<file path="config.mk">
export PLATFORM = sky130hd
export DESIGN_NAME = channel_quality_selector
export DESIGN_NICKNAME = d
export VERILOG_FILES = /design/src/sv/cqs_pkg.sv /design/src/sv/channel_quality_selector.sv /design/src/sv/cqs_cfg_regs.sv /design/src/sv/cqs_chan_table.sv /design/src/sv/cqs_core.sv
export SDC_FILE = /design/constraint.sdc
export NUM_CORES = 1
export LEC_CHECK = 0
export BUFFER_PORTS_ARGS = -buffer_cell sky130_fd_sc_hd__buf_2
export CAP_MARGIN = 20
export CORE_MARGIN = 1
export CORE_UTILIZATION = 44
export DETAILED_ROUTE_END_ITERATION = 10
export PLACE_DENSITY = 0.63
export SLEW_MARGIN = 20
export SYNTH_ARGS = -nofsm -noshare
export SYNTH_HDL_FRONTEND = slang
export SYNTH_SLANG_ARGS = --single-unit
</file>
<file path="constraint.sdc">
create_clock -name clk -period 22.8 [get_ports clk]
set_clock_uncertainty 0.15 [all_clocks]
set_input_delay 6.84 -clock clk [delete_from_list [all_inputs] [get_ports clk]]
set_output_delay 6.84 -clock clk [all_outputs]
set_load 0.005 [all_outputs]
</file>
<file path="src/sv/cqs_pkg.sv">
package cqs_pkg;

    typedef enum logic [2:0] {
        CMD_SET_ACTIVE  = 3'd0,
        CMD_QUALITY     = 3'd1,
        CMD_BLACKLIST   = 3'd2,
        CMD_WHITELIST   = 3'd3,
        CMD_UNBLACKLIST = 3'd4,
        CMD_UNWHITELIST = 3'd5,
        CMD_QUERY       = 3'd6,
        CMD_SCAN        = 3'd7
    } cmd_t;

    typedef enum logic [2:0] {
        ST_UNKNOWN = 3'd0,
        ST_GOOD    = 3'd1,
        ST_IN_USE  = 3'd2,
        ST_BAD     = 3'd3,
        ST_BUSY    = 3'd4,
        ST_BLACK   = 3'd5,
        ST_WHITE   = 3'd6
    } chan_st_t;

    typedef enum logic [1:0] {
        CODE_OK        = 2'd0,
        CODE_BAD_CHAN  = 2'd1,
        CODE_BLACKED   = 2'd2,
        CODE_BAD_STATE = 2'd3
    } code_t;

    typedef enum logic [1:0] {
        OUT_PACKET   = 2'd0,
        OUT_NO_PKT   = 2'd1,
        OUT_BUSY     = 2'd2,
        OUT_PHY_ERR  = 2'd3
    } outcome_t;

    localparam logic [1:0] CFG_RSSI_THR = 2'd0;
    localparam logic [1:0] CFG_FER_THR  = 2'd1;
    localparam logic [1:0] CFG_RESEL_EN = 2'd2;
    localparam logic [1:0] CFG_PORTABLE = 2'd3;

    localparam logic signed [7:0] RSSI_THR_RESET = -8'sd90;
    localparam logic [6:0]        FER_THR_RESET  = 7'd20;
    localparam logic signed [7:0] RSSI_FLOOR     = -8'sd128;
    localparam logic signed [7:0] RSSI_INIT      = -8'sd127;
    localparam logic [6:0]        FER_INIT       = 7'd100;
    localparam logic [6:0]        FER_CRC_FAIL   = 7'd50;
    localparam logic [6:0]        FER_CRC_PASS   = 7'd0;

    typedef struct packed {
        logic [7:0] rssi_thr;
        logic [6:0] fer_thr;
        logic       resel_en;
        logic       portable;
    } cfg_t;

    // Write requests into the channel table. Later fields win on the same entry:
    // in-use over good over the addressed-channel status write.
    typedef struct packed {
        logic       st_we;
        chan_st_t   st;
        logic       q_we;
        logic [7:0] rssi;
        logic [6:0] fer;
        logic [4:0] ch_idx;
        logic       good_we;
        logic [4:0] good_idx;
        logic       inuse_we;
        logic [4:0] inuse_idx;
    } tbl_wr_t;

endpackage

</file>
<file path="src/sv/channel_quality_selector.sv">
// A command taken at a clock edge lands in the command register; the table update
// and result are computed in a single pass from there into the result register,
// whose output is marked by done. One command per cycle, unless busy holds a
// command off while a configuration beat lands.
// Reset: rst_n returns the channel table, masks, tracking and configuration to their reset values.
module channel_quality_selector
    import cqs_pkg::*;
#(
    parameter int CHANNELS = 16
)
(
    input  logic              clk,
    input  logic              rst_n,
    input  logic              start,
    output logic              busy,
    input  logic [2:0]        command,
    input  logic [7:0]        channel,
    input  logic signed [7:0] rssi,
    input  logic [6:0]        fer,
    input  logic [1:0]        scan_outcome,
    input  logic              crc_ok,
    input  logic              scan_first,
    input  logic              scan_last,
    input  logic              cfg_valid,
    output logic              cfg_ready,
    input  logic [1:0]        cfg_index,
    input  logic [7:0]        cfg_data,
    output logic              done,
    output logic [1:0]        status_code,
    output logic [4:0]        active_now,
    output logic              channel_changed,
    output logic              reselect_request,
    output logic [2:0]        chan_status,
    output logic signed [7:0] chan_rssi,
    output logic [6:0]        chan_fer
);

    localparam int CW = $clog2(CHANNELS);

    cfg_t          cfg;
    logic          in_flight;
    logic [CW-1:0] tbl_idx;
    chan_st_t      tbl_st;
    logic [7:0]    tbl_rssi;
    logic [6:0]    tbl_fer;
    tbl_wr_t       tbl_wr;

    // A configuration beat is held off while a command is in the pass, and a
    // command is held off in the cycle a configuration beat lands.
    assign cfg_ready = ~in_flight;
    assign busy      = cfg_valid & cfg_ready;

    cqs_cfg_regs u_cfg
    (
        .clk      (clk),
        .rst_n    (rst_n),
        .wr_en    (cfg_valid & cfg_ready),
        .wr_index (cfg_index),
        .wr_data  (cfg_data),
        .cfg      (cfg)
    );

    cqs_chan_table #(.CHANNELS(CHANNELS)) u_table
    (
        .clk     (clk),
        .rst_n   (rst_n),
        .rd_idx  (tbl_idx),
        .rd_st   (tbl_st),
        .rd_rssi (tbl_rssi),
        .rd_fer  (tbl_fer),
        .wr      (tbl_wr)
    );

    cqs_core #(.CHANNELS(CHANNELS)) u_core
    (
        .clk              (clk),
        .rst_n            (rst_n),
        .accept           (start & ~busy),
        .command          (command),
        .channel          (channel),
        .rssi             (rssi),
        .fer              (fer),
        .scan_outcome     (scan_outcome),
        .crc_ok           (crc_ok),
        .scan_first       (scan_first),
        .scan_last        (scan_last),
        .cfg              (cfg),
        .in_flight        (in_flight),
        .tbl_idx          (tbl_idx),
        .tbl_st           (tbl_st),
        .tbl_rssi         (tbl_rssi),
        .tbl_fer          (tbl_fer),
        .tbl_wr           (tbl_wr),
        .done             (done),
        .status_code      (status_code),
        .active_now       (active_now),
        .channel_changed  (channel_changed),
        .reselect_request (reselect_request),
        .chan_status      (chan_status),
        .chan_rssi        (chan_rssi),
        .chan_fer         (chan_fer)
    );

endmodule

</file>
<file path="src/sv/cqs_cfg_regs.sv">
module cqs_cfg_regs
    import cqs_pkg::*;
(
    input  logic       clk,
    input  logic       rst_n,
    input  logic       wr_en,
    input  logic [1:0] wr_index,
    input  logic [7:0] wr_data,
    output cfg_t       cfg
);

    cfg_t cfg_reg;

    always_ff @(posedge clk or negedge rst_n)
    begin
        if (!rst_n)
        begin
            cfg_reg.rssi_thr <= RSSI_THR_RESET;
            cfg_reg.fer_thr  <= FER_THR_RESET;
            cfg_reg.resel_en <= 1'b1;
            cfg_reg.portable <= 1'b1;
        end
        else if (wr_en)
        begin
            case (wr_index)
                CFG_RSSI_THR: cfg_reg.rssi_thr <= wr_data;
                CFG_FER_THR:  cfg_reg.fer_thr  <= wr_data[6:0];
                CFG_RESEL_EN: cfg_reg.resel_en <= wr_data[0];
                CFG_PORTABLE: cfg_reg.portable <= wr_data[0];
                default:      cfg_reg.portable <= cfg_reg.portable;
            endcase
        end
    end

    assign cfg = cfg_reg;

endmodule

</file>
<file path="src/sv/cqs_chan_table.sv">
module cqs_chan_table
    import cqs_pkg::*;
#(
    parameter int CHANNELS = 16
)
(
    input  logic                         clk,
    input  logic                         rst_n,
    input  logic [$clog2(CHANNELS)-1:0]  rd_idx,
    output chan_st_t                     rd_st,
    output logic [7:0]                   rd_rssi,
    output logic [6:0]                   rd_fer,
    input  tbl_wr_t                      wr
);

    localparam int CW = $clog2(CHANNELS);

    chan_st_t   st_reg   [CHANNELS];
    logic [7:0] rssi_reg [CHANNELS];
    logic [6:0] fer_reg  [CHANNELS];

    always_ff @(posedge clk or negedge rst_n)
    begin
        if (!rst_n)
        begin
            for (int i = 0; i < CHANNELS; i++)
            begin
                st_reg[i]   <= (i == 0) ? ST_IN_USE : ST_UNKNOWN;
                rssi_reg[i] <= RSSI_INIT;
                fer_reg[i]  <= FER_INIT;
            end
        end
        else
        begin
            for (int i = 0; i < CHANNELS; i++)
            begin
                if (wr.inuse_we && wr.inuse_idx[CW-1:0] == CW'(i))
                    st_reg[i] <= ST_IN_USE;
                else if (wr.good_we && wr.good_idx[CW-1:0] == CW'(i))
                    st_reg[i] <= ST_GOOD;
                else if (wr.st_we && wr.ch_idx[CW-1:0] == CW'(i))
                    st_reg[i] <= wr.st;
                if (wr.q_we && wr.ch_idx[CW-1:0] == CW'(i))
                begin
                    rssi_reg[i] <= wr.rssi;
                    fer_reg[i]  <= wr.fer;
                end
            end
        end
    end

    assign rd_st   = st_reg[rd_idx];
    assign rd_rssi = rssi_reg[rd_idx];
    assign rd_fer  = fer_reg[rd_idx];

endmodule

</file>
<file path="src/sv/cqs_core.sv">
module cqs_core
    import cqs_pkg::*;
#(
    parameter int CHANNELS = 16
)
(
    input  logic                         clk,
    input  logic                         rst_n,
    input  logic                         accept,
    input  logic [2:0]                   command,
    input  logic [7:0]                   channel,
    input  logic signed [7:0]            rssi,
    input  logic [6:0]                   fer,
    input  logic [1:0]                   scan_outcome,
    input  logic                         crc_ok,
    input  logic                         scan_first,
    input  logic                         scan_last,
    input  cfg_t                         cfg,
    output logic                         in_flight,
    output logic [$clog2(CHANNELS)-1:0]  tbl_idx,
    input  chan_st_t                     tbl_st,
    input  logic [7:0]                   tbl_rssi,
    input  logic [6:0]                   tbl_fer,
    output tbl_wr_t                      tbl_wr,
    output logic                         done,
    output logic [1:0]                   status_code,
    output logic [4:0]                   active_now,
    output logic                         channel_changed,
    output logic                         reselect_request,
    output logic [2:0]                   chan_status,
    output logic signed [7:0]            chan_rssi,
    output logic [6:0]                   chan_fer
);

    localparam int CW = $clog2(CHANNELS);

    logic              v_reg;
    logic [2:0]        cmd_reg;
    logic [7:0]        ch_reg;
    logic signed [7:0] rssi_reg;
    logic [6:0]        fer_reg;
    logic [1:0]        outcome_reg;
    logic              crc_reg;
    logic              first_reg;
    logic              last_reg;

    logic [CW-1:0]       active_reg,    active_next;
    logic [CHANNELS-1:0] black_reg,     black_next;
    logic [CHANNELS-1:0] white_reg,     white_next;
    logic signed [7:0]   peak_rssi_reg, peak_rssi_next;
    logic [CW-1:0]       best_ch_reg,   best_ch_next;
    logic                found_reg,     found_next;

    logic              done_reg;
    code_t             code_reg,    code_next;
    logic [4:0]        act_out_reg;
    logic              changed_reg, changed_next;
    logic              resel_reg,   resel_next;
    chan_st_t          st_out_reg,  st_out_next;
    logic signed [7:0] r_out_reg,   r_out_next;
    logic [6:0]        f_out_reg,   f_out_next;

    logic              valid;
    logic [CW-1:0]     chi;
    logic              may;
    logic              cur_black;
    logic              cur_white;
    logic [6:0]        q_fer;
    logic              q_bad;
    chan_st_t          q_st;
    logic              q_resel;
    logic signed [7:0] base_r;
    logic [CW-1:0]     base_c;
    logic              base_f;
    chan_st_t          s_st;
    logic signed [7:0] s_rssi;
    logic [6:0]        s_fer;
    logic              best_white;
    logic              take;
    logic signed [7:0] t_r;
    logic [CW-1:0]     t_c;
    logic              t_f;
    logic              sw_go;
    logic [CW-1:0]     sw_tgt;
    tbl_wr_t           tw;

    always_ff @(posedge clk or negedge rst_n)
    begin
        if (!rst_n)
            v_reg <= 1'b0;
        else
            v_reg <= accept;
    end

    always_ff @(posedge clk)
    begin
        if (accept)
        begin
            cmd_reg     <= command;
            ch_reg      <= channel;
            rssi_reg    <= rssi;
            fer_reg     <= fer;
            outcome_reg <= scan_outcome;
            crc_reg     <= crc_ok;
            first_reg   <= scan_first;
            last_reg    <= scan_last;
        end
    end

    assign valid     = ch_reg < 8'(CHANNELS);
    assign chi       = ch_reg[CW-1:0];
    assign tbl_idx   = chi;
    assign may       = cfg.portable & cfg.resel_en;
    assign cur_black = black_reg[chi];
    assign cur_white = white_reg[chi];

    assign q_fer   = (cmd_t'(cmd_reg) == CMD_SCAN) ? (crc_reg ? FER_CRC_PASS : FER_CRC_FAIL)
                                                   : fer_reg;
    assign q_bad   = (rssi_reg < $signed(cfg.rssi_thr)) || (q_fer > cfg.fer_thr);
    assign q_st    = q_bad ? ST_BAD : ((!cur_black && !cur_white) ? ST_GOOD : tbl_st);
    assign q_resel = q_bad && (tbl_st == ST_IN_USE) && may;

    assign base_r = first_reg ? RSSI_FLOOR : peak_rssi_reg;
    assign base_c = first_reg ? active_reg : best_ch_reg;
    assign base_f = first_reg ? 1'b0 : found_reg;

    always_comb
    begin
        s_st   = tbl_st;
        s_rssi = $signed(tbl_rssi);
        s_fer  = tbl_fer;
        case (outcome_t'(outcome_reg))
            OUT_PACKET:
            begin
                s_st   = q_st;
                s_rssi = rssi_reg;
                s_fer  = q_fer;
            end
            OUT_NO_PKT:  s_st = (tbl_st == ST_UNKNOWN) ? ST_GOOD : tbl_st;
            OUT_BUSY:    s_st = ST_BUSY;
            default:     s_st = tbl_st;
        endcase
    end

    assign best_white = white_reg[base_c];

    always_comb
    begin
        if (s_st != ST_GOOD && s_st != ST_WHITE && s_st != ST_IN_USE)
            take = 1'b0;
        else if (cur_white)
            take = !best_white || (s_rssi > base_r);
        else
            take = !best_white && (s_rssi > base_r) &&
                   (s_rssi >= $signed(cfg.rssi_thr)) && (s_fer <= cfg.fer_thr);
    end

    assign t_r = (take && !cur_black) ? s_rssi : base_r;
    assign t_c = (take && !cur_black) ? chi    : base_c;
    assign t_f = (take && !cur_black) ? 1'b1   : base_f;

    always_comb
    begin
        active_next    = active_reg;
        black_next     = black_reg;
        white_next     = white_reg;
        peak_rssi_next = peak_rssi_reg;
        best_ch_next   = best_ch_reg;
        found_next     = found_reg;
        code_next      = CODE_OK;
        changed_next   = 1'b0;
        resel_next     = 1'b0;
        sw_go          = 1'b0;
        sw_tgt         = chi;
        tw             = '0;
        tw.ch_idx      = 5'(chi);
        tw.rssi        = rssi_reg;
        tw.fer         = q_fer;

        if (v_reg)
        begin
            if (!valid)
                code_next = CODE_BAD_CHAN;
            else
            begin
                case (cmd_t'(cmd_reg))
                    CMD_SET_ACTIVE:
                    begin
                        if (chi != active_reg)
                        begin
                            if (cur_black)
                                code_next = CODE_BLACKED;
                            else
                                sw_go = 1'b1;
                        end
                    end
                    CMD_QUALITY:
                    begin
                        tw.q_we    = 1'b1;
                        tw.st_we   = 1'b1;
                        tw.st      = q_st;
                        resel_next = q_resel;
                    end
                    CMD_BLACKLIST:
                    begin
                        black_next[chi] = 1'b1;
                        tw.st_we        = 1'b1;
                        tw.st           = ST_BLACK;
                        resel_next      = (chi == active_reg) && may;
                    end
                    CMD_WHITELIST:
                    begin
                        white_next[chi] = 1'b1;
                        tw.st_we        = 1'b1;
                        tw.st           = ST_WHITE;
                    end
                    CMD_UNBLACKLIST:
                    begin
                        black_next[chi] = 1'b0;
                        tw.st_we        = 1'b1;
                        tw.st           = ST_UNKNOWN;
                    end
                    CMD_UNWHITELIST:
                    begin
                        white_next[chi] = 1'b0;
                        tw.st_we        = 1'b1;
                        tw.st           = ST_UNKNOWN;
                    end
                    CMD_SCAN:
                    begin
                        if (!may)
                            code_next = CODE_BAD_STATE;
                        else
                        begin
                            tw.st_we = 1'b1;
                            if (cur_black)
                                tw.st = ST_BLACK;
                            else
                            begin
                                tw.st = s_st;
                                if (outcome_t'(outcome_reg) == OUT_PACKET)
                                begin
                                    tw.q_we    = 1'b1;
                                    resel_next = q_resel;
                                end
                            end
                            peak_rssi_next = t_r;
                            best_ch_next   = t_c;
                            found_next     = t_f;
                            if (last_reg)
                            begin
                                found_next = 1'b0;
                                sw_tgt     = t_c;
                                if (t_f && t_c != active_reg)
                                begin
                                    if (black_reg[t_c])
                                        code_next = CODE_BLACKED;
                                    else
                                        sw_go = 1'b1;
                                end
                            end
                        end
                    end
                    default:
                    begin
                        code_next = CODE_OK;
                    end
                endcase
            end

            if (sw_go)
            begin
                tw.good_we    = 1'b1;
                tw.good_idx   = 5'(active_reg);
                tw.inuse_we   = 1'b1;
                tw.inuse_idx  = 5'(sw_tgt);
                active_next   = sw_tgt;
                changed_next  = 1'b1;
            end
        end
    end

    assign tbl_wr = tw;

    always_comb
    begin
        if (!valid)
        begin
            st_out_next = ST_UNKNOWN;
            r_out_next  = '0;
            f_out_next  = '0;
        end
        else
        begin
            if (tw.inuse_we && tw.inuse_idx == 5'(chi))
                st_out_next = ST_IN_USE;
            else if (tw.good_we && tw.good_idx == 5'(chi))
                st_out_next = ST_GOOD;
            else if (tw.st_we)
                st_out_next = tw.st;
            else
                st_out_next = tbl_st;
            r_out_next = tw.q_we ? tw.rssi : $signed(tbl_rssi);
            f_out_next = tw.q_we ? tw.fer  : tbl_fer;
        end
    end

    always_ff @(posedge clk or negedge rst_n)
    begin
        if (!rst_n)
        begin
            active_reg    <= '0;
            black_reg     <= '0;
            white_reg     <= '0;
            peak_rssi_reg <= RSSI_FLOOR;
            best_ch_reg   <= '0;
            found_reg     <= 1'b0;
            done_reg      <= 1'b0;
        end
        else
        begin
            active_reg    <= active_next;
            black_reg     <= black_next;
            white_reg     <= white_next;
            peak_rssi_reg <= peak_rssi_next;
            best_ch_reg   <= best_ch_next;
            found_reg     <= found_next;
            done_reg      <= v_reg;
        end
    end

    always_ff @(posedge clk)
    begin
        if (v_reg)
        begin
            code_reg    <= code_next;
            act_out_reg <= 5'(active_next);
            changed_reg <= changed_next;
            resel_reg   <= resel_next;
            st_out_reg  <= st_out_next;
            r_out_reg   <= r_out_next;
            f_out_reg   <= f_out_next;
        end
    end

    assign in_flight        = v_reg;
    assign done             = done_reg;
    assign status_code      = code_reg;
    assign active_now       = act_out_reg;
    assign channel_changed  = changed_reg;
    assign reselect_request = resel_reg;
    assign chan_status      = st_out_reg;
    assign chan_rssi        = r_out_reg;
    assign chan_fer         = f_out_reg;

endmodule

</file>
* Word level (Yosys, flattened, before mapping)
Index checks and enable logic that the tools add are counted.
Cells by class: bitwise gates (word level) 12, order comparisons 11, equality and inequality tests 65, reductions and logical operators 118, mux-type cells 128
Operator list (count):
- 3-bit two-way mux | 55
- 4-bit equality test (second input constant) | 24
- 1-bit logical AND | 78
- 16-bit case mux with 2 select lines | 2
- 4-bit by 3-bit equality test with 1-bit output (second input constant) | 12
- 8-bit two-way mux | 6
- 3-bit nonzero test | 16
- 7-bit two-way mux | 5
- 16-bit AND | 2
- 8-bit binary-select mux with 4-bit select | 1
- 4-bit two-way mux | 8
- 16-bit OR | 2
- 7-bit binary-select mux with 4-bit select | 1
- 4-bit by 2-bit equality test with 1-bit output (second input constant) | 6
- 1-bit two-way mux | 24
- 12-bit two-way mux | 2
- 4-bit case mux with 5 select lines | 1
- 1-bit binary-select mux with 4-bit select | 4
- 2-bit two-way mux | 8
- 16-bit NOT | 1
- 4-bit by 5-bit less-than comparator with 1-bit output (second input constant) | 3
- 5-bit two-way mux | 3
- 3-bit binary-select mux with 4-bit select | 1
- 4-bit by 1-bit equality test with 1-bit output (second input constant) | 3
- 39 further kinds | 66
Storage, ports and cells: input port bits 45, register bits 413, word-level logic and storage cells 411, output and inout port bits 30

* Logic depth before layout (Yosys ltp)
Gate-level depths: netlist of run 1.
depth after elaboration 28, mapped depth 27, gate-level depth less buffers 18

* Cells and area by module
From an unflattened synthesis of run 1, not the netlist that was laid out.
Unflattened totals: cell total of the unflattened synthesis 1668, area total of the unflattened synthesis 21414.3 um^2
By module, submodules not included:
- cqs_chan_table | seq. area each 7308.3 um^2, area an instance 13798.2 um^2, cells an instance 934, times used 1
- cqs_core | seq. area each 2989.1 um^2, area an instance 6920.4 um^2, cells an instance 693, times used 1
- cqs_cfg_regs | seq. area each 435.4 um^2, area an instance 669.4 um^2, cells an instance 38, times used 1
- channel_quality_selector | seq. area each 0.0 um^2, area an instance 26.3 um^2, cells an instance 3, times used 1

* Worst setup path after synthesis of run 1
Ideal clock, no wire load.
path kind input to output, from input cfg_valid, to output busy, setup slack 8.690 ns, arrival time 7.120 ns, path buffers 0, required time 15.810 ns, stages on the path 1, cell sequence nor2b_1
On the way: cells in the longest elaborated chain, start to end 1
Ends and longest elaborated chain:
- from (decl) | line channel_quality_selector.sv:24 | input logic cfg_valid,
- 1-bit AND | line channel_quality_selector.sv:51 | assign busy = cfg_valid & cfg_ready;
- to (decl) | line channel_quality_selector.sv:15 | output logic busy,
Every way passes these cells.

* Worst setup path after layout of run 1
Same ends and word-level chain as after synthesis.

==> results of run 1 <==
## synth_stat cells, types with 36 or more instances
master    count
nand2_1     648
dfrtp_1     266
o21ai_0     191
nor2_1      147
clkbuf_1    108
mux4_2       96
dfstp_2      90
a21oi_1      74
edfxtp_1     57
nand3_1      38
ha_1         37
inv_1        36
## report_power, final
group | switching [W] | leakage [nW] | internal (W)
clock | 0.000294 | 0.670 | 0.000392
combinational | 0.000104 | 4.38 | 0.0000525
sequential | 0.0000152 | 5.17 | 0.000769
total | 0.000413 | 10.2 | 0.00121
## layer usage
metal | share of wire, % | vias to the layer above | GRT usage [%]
met4 | 1.5 | 0 | 4.98
li1 | - | 7611 | -
met3 | 7.9 | 68 | 5.05
met5 | 0 | - | 0
met1 | 45 | 8267 | 35.4
met2 | 45 | 605 | 36.9
## metrics by stage
step	setup WS, ps	power [W]
2_1_floorplan	8690	0.000891
6_report	8300	0.00163
3_3_place_gp	8320	0.000947
4_1_cts	8300	0.00164
3_5_place_dp	8300	0.000951
5_1_grt	8220	0.00168
## worst reg2reg max path, delay by kind of cell, from the launching register on
kind | cells | cell delay, ps
multiplexers | 3 | 1410
flip-flops | 1 | 320
buffers and inverters | 2 | 1340
AND/OR/NAND/NOR | 8 | 2320
AO/OA/AOI/OAI | 5 | 2250
adder cells (fa/ha/maj) | 1 | 320
## worst paths after layout
check / startpoint / end / slack [ps] / depth (start not counted)
setup / recovery: cfg_valid / busy / 8300 / 3
hold / removal: u_table.rssi_reg[0] / u_table.rssi_reg[0] / 300 / 2
setup reg to reg: u_core.ch_reg[1] / u_table.st_reg[2] / 14570 / 19
hold reg to reg: u_table.rssi_reg[0] / u_table.rssi_reg[0] / 300 / 2
max in group asynchronous: rst_n / u_core.active_reg[1] / 13890 / 4
min in group asynchronous: rst_n / u_table.fer_reg[39] / 6230 / 1
## cells by family after synthesis
kind of cell | after synthesis
XOR/XNOR | 7
adder cells (fa/ha/maj) | 37
AND/OR/NAND/NOR | 963
flip-flops | 413
buffers and inverters | 180
other | 1
AO/OA/AOI/OAI | 429
multiplexers | 148
## area by class of cell
type | count | area, um2
Fill cell | 4309 | 24300
Sequential cell | 413 | 10700
Multi-Input combinational cell | 1585 | 9940
Clock buffer | 67 | 1260
Tap cell | 615 | 769
Timing Repair Buffer | 101 | 626
Inverter | 36 | 135
Clock inverter | 12 | 109
==> flow_summary_export.csv, run 1 <==
group,metric,value,unit
final_layout,area_delta_synth_final,10.1,%
clock_network,post_cts_resize_count,0,
sta,relSlewSlack,24.8,%
pwr,powerDensity,69.0,nW/um2
global_route,track_usage,24.1,%
clock_network,cts_sinks,413,
setup_path,crit_buf_inv,2,
final_layout,final_common_cell,"nand2_1",
placement,place_congestion,0.922,
pwr,p_leak,10.2,nW
global_route,overflow,0,
routing,drc,0,
setup_path,crit_path_end_kind,"output port",
final_layout,post-route-util,49.3,%
yosys,synth_top_family_by_area,"simple AND/OR/NAND/NOR gates",
placement,dpl_cell_area,22200,um2
floorplanning,core,47800,um2
global_route,grt_max_degree,123,
yosys,synth_cell_types,87,
final_layout,fin_cells,2829,
floorplanning,io_pins,75,
yosys,synth_top_area_share,31.1,%
setup_path,timing_worst_setup_path_type,"in -> out",
yosys,muxShareOfSynthArea,12.8,%
sta,max_freq,69.0,MHz
global_route,grt_pass1_vias,16200,
sta,finalHoldViolCount,0,
yosys,syn_inst,2178,
floorplanning,rows,80,
yosys,synth_area_per_cell,9.83,um2
floorplanning,die_width,223,um
sta,period_share,63.6,%
sta,min_period,14500,ps
routing,via_count,16600,
yosys,seq_area_frac_synth,50.1,%
sta,fin_hold_ws,304,ps
sta,rsz0062_at_grt,"no",
sta,tightest_slew,1130,ps
routing,ant_nets,0,
yosys,synth_nets,2260,
setup_path,cpMostUsedCell,"buf_2",
routing,drt_wl_total,59.4,mm
final_layout,design_area,23600,um2
yosys,synth-compound-area-share,12.2,%
yosys,synthAdderAreaFrac,2.16,%
clock_network,cts_tree,"done",
sta,setup_viol,0,
sta,tns,0,ps
clock_network,clockRootBuffer,"clkbuf_16",
floorplanning,die_h,223,um
clock_network,htreeDepth,2,
routing,via_per_inst,5.85,
setup_path,cp-start-kind,"input pin",
final_layout,nets,2262,
final_layout,largest_register_ff_count,128,
global_route,grt_pass1_wl,93.9,mm
flow_run,max-cap-violations,0,
yosys,yosys.area_share.xor_xnor,0.286,%
clock_network,clk_path_buf_depth,3,
placement,portBuffers,73,
setup_path,crit_chain,"buf_2, nor2b_1, buf_2",
yosys,ys_seq_elements,413,
routing,detail_route.wl_per_cell,21.0,um
placement,placed_cells,2749,
yosys,synth_top_cell_by_area,"dfrtp_1",
sta,slew_viol_final,0,
routing,drtIter0Drc,1569,
setup_path,crit_path_max_incr_delay,390,ps
yosys,synth_edf_count,57,
clock_network,clkTransAtPathRegs,60,ps
floorplanning,die_area,49500,um2
setup_path,worstPathRequired,15810,ps
yosys,async_flop_share,86.2,%
floorplanning,initial_core_util,44.7,%
clock_network,post_cts_buffers,0,
yosys,synth_area,21400,um2
setup_path,crit_arrival,7510,ps
final_layout,diodes,0,
pwr,peakVddDrop,0.0455,mV
final_layout,drive_gt1_share,18.3,%
yosys,synth.area.top_cells,"dfrtp_1 (31%), nand2_1 (11%), dfstp_2 (11%), mux4_2 (10%), edfxtp_1 (8.0%)",
setup_path,critPathMaxFanout,6,
yosys,synth_simple_gate_area_share,18.8,%
yosys,ys_warn_count,0,
global_route,antenna_found_initial,0,
placement,hpwl,40.8,mm
setup_path,crit_slowest_cell,"nor2b_1",
final_layout,layout_common_cells,"nand2_1 (648), dfrtp_1 (266), o21ai_0 (191)",
yosys,synth_top_flop_cell,"dfrtp_1",
outcome,outcome,"finished, final reports clean",
clock_network,clk_latency,560,ps
clock_network,cts_buffers,43,
min_path,hold_class,"reg -> reg",
setup_path,crit_family,"simple AND/OR/NAND/NOR gates",
clock_network,cts_hold_buf,0,
routing,drt_first_pass_iters,6,
(Power assumes the default switching activity.)
==> run 2: changes to the inputs <==
- PLACE_DENSITY: 0.63 -> 0.65
- clock period: 22.8 -> 12.5 ns (I/O delays scaled with it)
==> run 2 against run 1 <==
Compared with the run above:
- non-clock buffer count up 3
- via count up 1.4%
- clock power up 91%
- critical path type unchanged
==> flow_summary_export.csv, run 2 (synthesis gave the netlist of run 1 again) <==
group,metric,value,unit
final_layout,design_area,23700,um2
clock_network,htreeDepth,2,
routing,via_per_inst,5.92,
placement,dpl_cell_area,22200,um2
global_route,grt_use_met3,5.13,%
setup_path,crit_path_max_incr_delay,390,ps
global_route,grt_max_degree,111,
sta,min_period,8310,ps
global_route,grt_use_met1,35.0,%
sta,relSlewSlack,30.9,%
placement,portBuffers,73,
routing,drt_first_pass_iters,7,
clock_network,cts_tree,"done",
routing,detail_route.wl_per_cell,21.5,um
sta,rsz0062_at_grt,"no",
clock_network,clk_path_buf_depth,3,
setup_path,crit_path_end_kind,"output port",
final_layout,layout_common_cells,"nand2_1 (648), dfrtp_1 (266), o21ai_0 (191)",
floorplanning,initial_core_util,44.7,%
clock_network,clk_latency,570,ps
clock_network,cts_hold_buf,0,
setup_path,crit_family,"simple AND/OR/NAND/NOR gates",
setup_path,critPathMaxFanout,6,
clock_network,cts_buffers,43,
sta,tightest_slew,1030,ps
floorplanning,die_h,223,um
setup_path,crit_slowest_cell,"nor2b_1",
setup_path,worstPathRequired,8600,ps
routing,via_count,16800,
sta,slew_viol_final,0,
sta,period_share,66.5,%
global_route,track_usage,24.8,%
final_layout,diodes,0,
clock_network,clkTransAtPathRegs,60,ps
sta,setup_viol,0,
final_layout,largest_register_ff_count,128,
global_route,overflow,0,
pwr,p_leak,10.3,nW
placement,place_congestion,0.926,
setup_path,timing_worst_setup_path_type,"in -> out",
routing,drc,0,
final_layout,fillers,4310,
min_path,hold_class,"reg -> reg",
clock_network,post_cts_buffers,0,
min_path,hold_start,"u_table.rssi_reg[39]",
global_route,busiest_layer,"met2",
final_layout,final_common_cell,"nand2_1",
setup_path,critPathLaunch,"cfg_valid",
global_route,antenna_found_initial,1,
floorplanning,die_width,223,um
final_layout,area_delta_synth_final,10.5,%
setup_path,cpMostUsedCell,"buf_2",
pwr,powerDensity,128,nW/um2
sta,max_freq,120,MHz
final_layout,drive_gt1_share,18.6,%
floorplanning,core,47800,um2
floorplanning,rows,80,
routing,drtIter0Drc,1550,
routing,ant_nets,0,
setup_path,crit_buf_inv,2,
routing,drt_wl_total,61.0,mm
final_layout,nets,2265,
global_route,grt_pass1_vias,16600,
sta,finalHoldViolCount,0,
outcome,outcome,"finished, final reports clean",
setup_path,crit_arrival,4410,ps
setup_path,r2r_start,"u_core.ch_reg[1]",
global_route,met2_usage,38.6,%
clock_network,cts_sinks,413,
pwr,peakVddDrop,0.126,mV
clock_network,clockRootBuffer,"clkbuf_16",
clock_network,post_cts_resize_count,0,
global_route,grt_pass1_wl,96.0,mm
setup_path,cp-start-kind,"input pin",
flow_run,max-cap-violations,0,
sta,tns,0,ps
setup_path,crit_chain,"buf_2, nor2b_1, buf_2",
floorplanning,die_area,49500,um2
placement,hpwl,41.2,mm
floorplanning,io_pins,75,
==> run 2: changes by cell type in the layout (fill, tap and decap cells not counted), sizes merged <==
cell / delta
bufinv: +1
clkinvlp: +1
clkinv: +1
buf: +3
inv: -1
clkbuf: -1
==> run 2: power by group <==
part | leakage, nW | switching (W) | total [W] | internal (W)
Clock | 0.706 | 0.000551 | 0.00131 | 0.000758
Combinational | 4.38 | 0.000189 | 0.000285 | 0.0000956
Sequential | 5.17 | 0.0000279 | 0.00143 | 0.00140
Total | 10.3 | 0.000768 | 0.00302 | 0.00226
==> run 2: tightest hold or removal path, delay by kind of cell (launching register included) <==
kind             cells  cell delay (ps)
flip-flops           1              360
AND/OR/NAND/NOR      2              100
==> run 2: through the flow <==
stage | utilization, % | instances | hold slack (ps) | setup slack (ps) | power [W]
6_report | 49.4 | 2833 | 309 | 4190 | 0.00302
3_3_place_gp | 46.4 | 2753 | 294 | 4220 | 0.00173
3_5_place_dp | 46.4 | 2753 | 299 | 4200 | 0.00174
2_1_floorplan | - | 2178 | 287 | 4570 | 0.00162
4_1_cts | 49.4 | 2833 | 309 | 4190 | 0.00304
5_1_grt | 49.4 | 2833 | 320 | 4120 | 0.00312
==> run 2: final cells by class <==
class	count	area (um2)	area share, %
Timing Repair Buffer	104	621	2.62
Sequential cell	413	10700	45.4
Clock inverter	14	169	0.714
Clock buffer	66	1280	5.43
Inverter	36	135	0.571
Multi-Input combinational cell	1585	9940	42.0
Tap cell	615	769	3.25
==> run 2: worst paths after layout <==
path,end,slack [ps],depth (start not counted)
max reg2reg,u_table.st_reg[25],4520,19
min reg2reg,u_table.rssi_reg[39],310,2
max,busy,4190,3
max in group asynchronous,u_table.fer_reg[18],6930,3
min in group asynchronous,u_core.active_reg[1],3060,1
min,u_table.rssi_reg[39],310,2
==> run 2: layer usage <==
layer  vias to the layer above  wire (um)
li1                       7613          -
met1                      8325      26400
met2                       717      27900
met3                       118       5130
met4                         2       1580
met5                         -          8
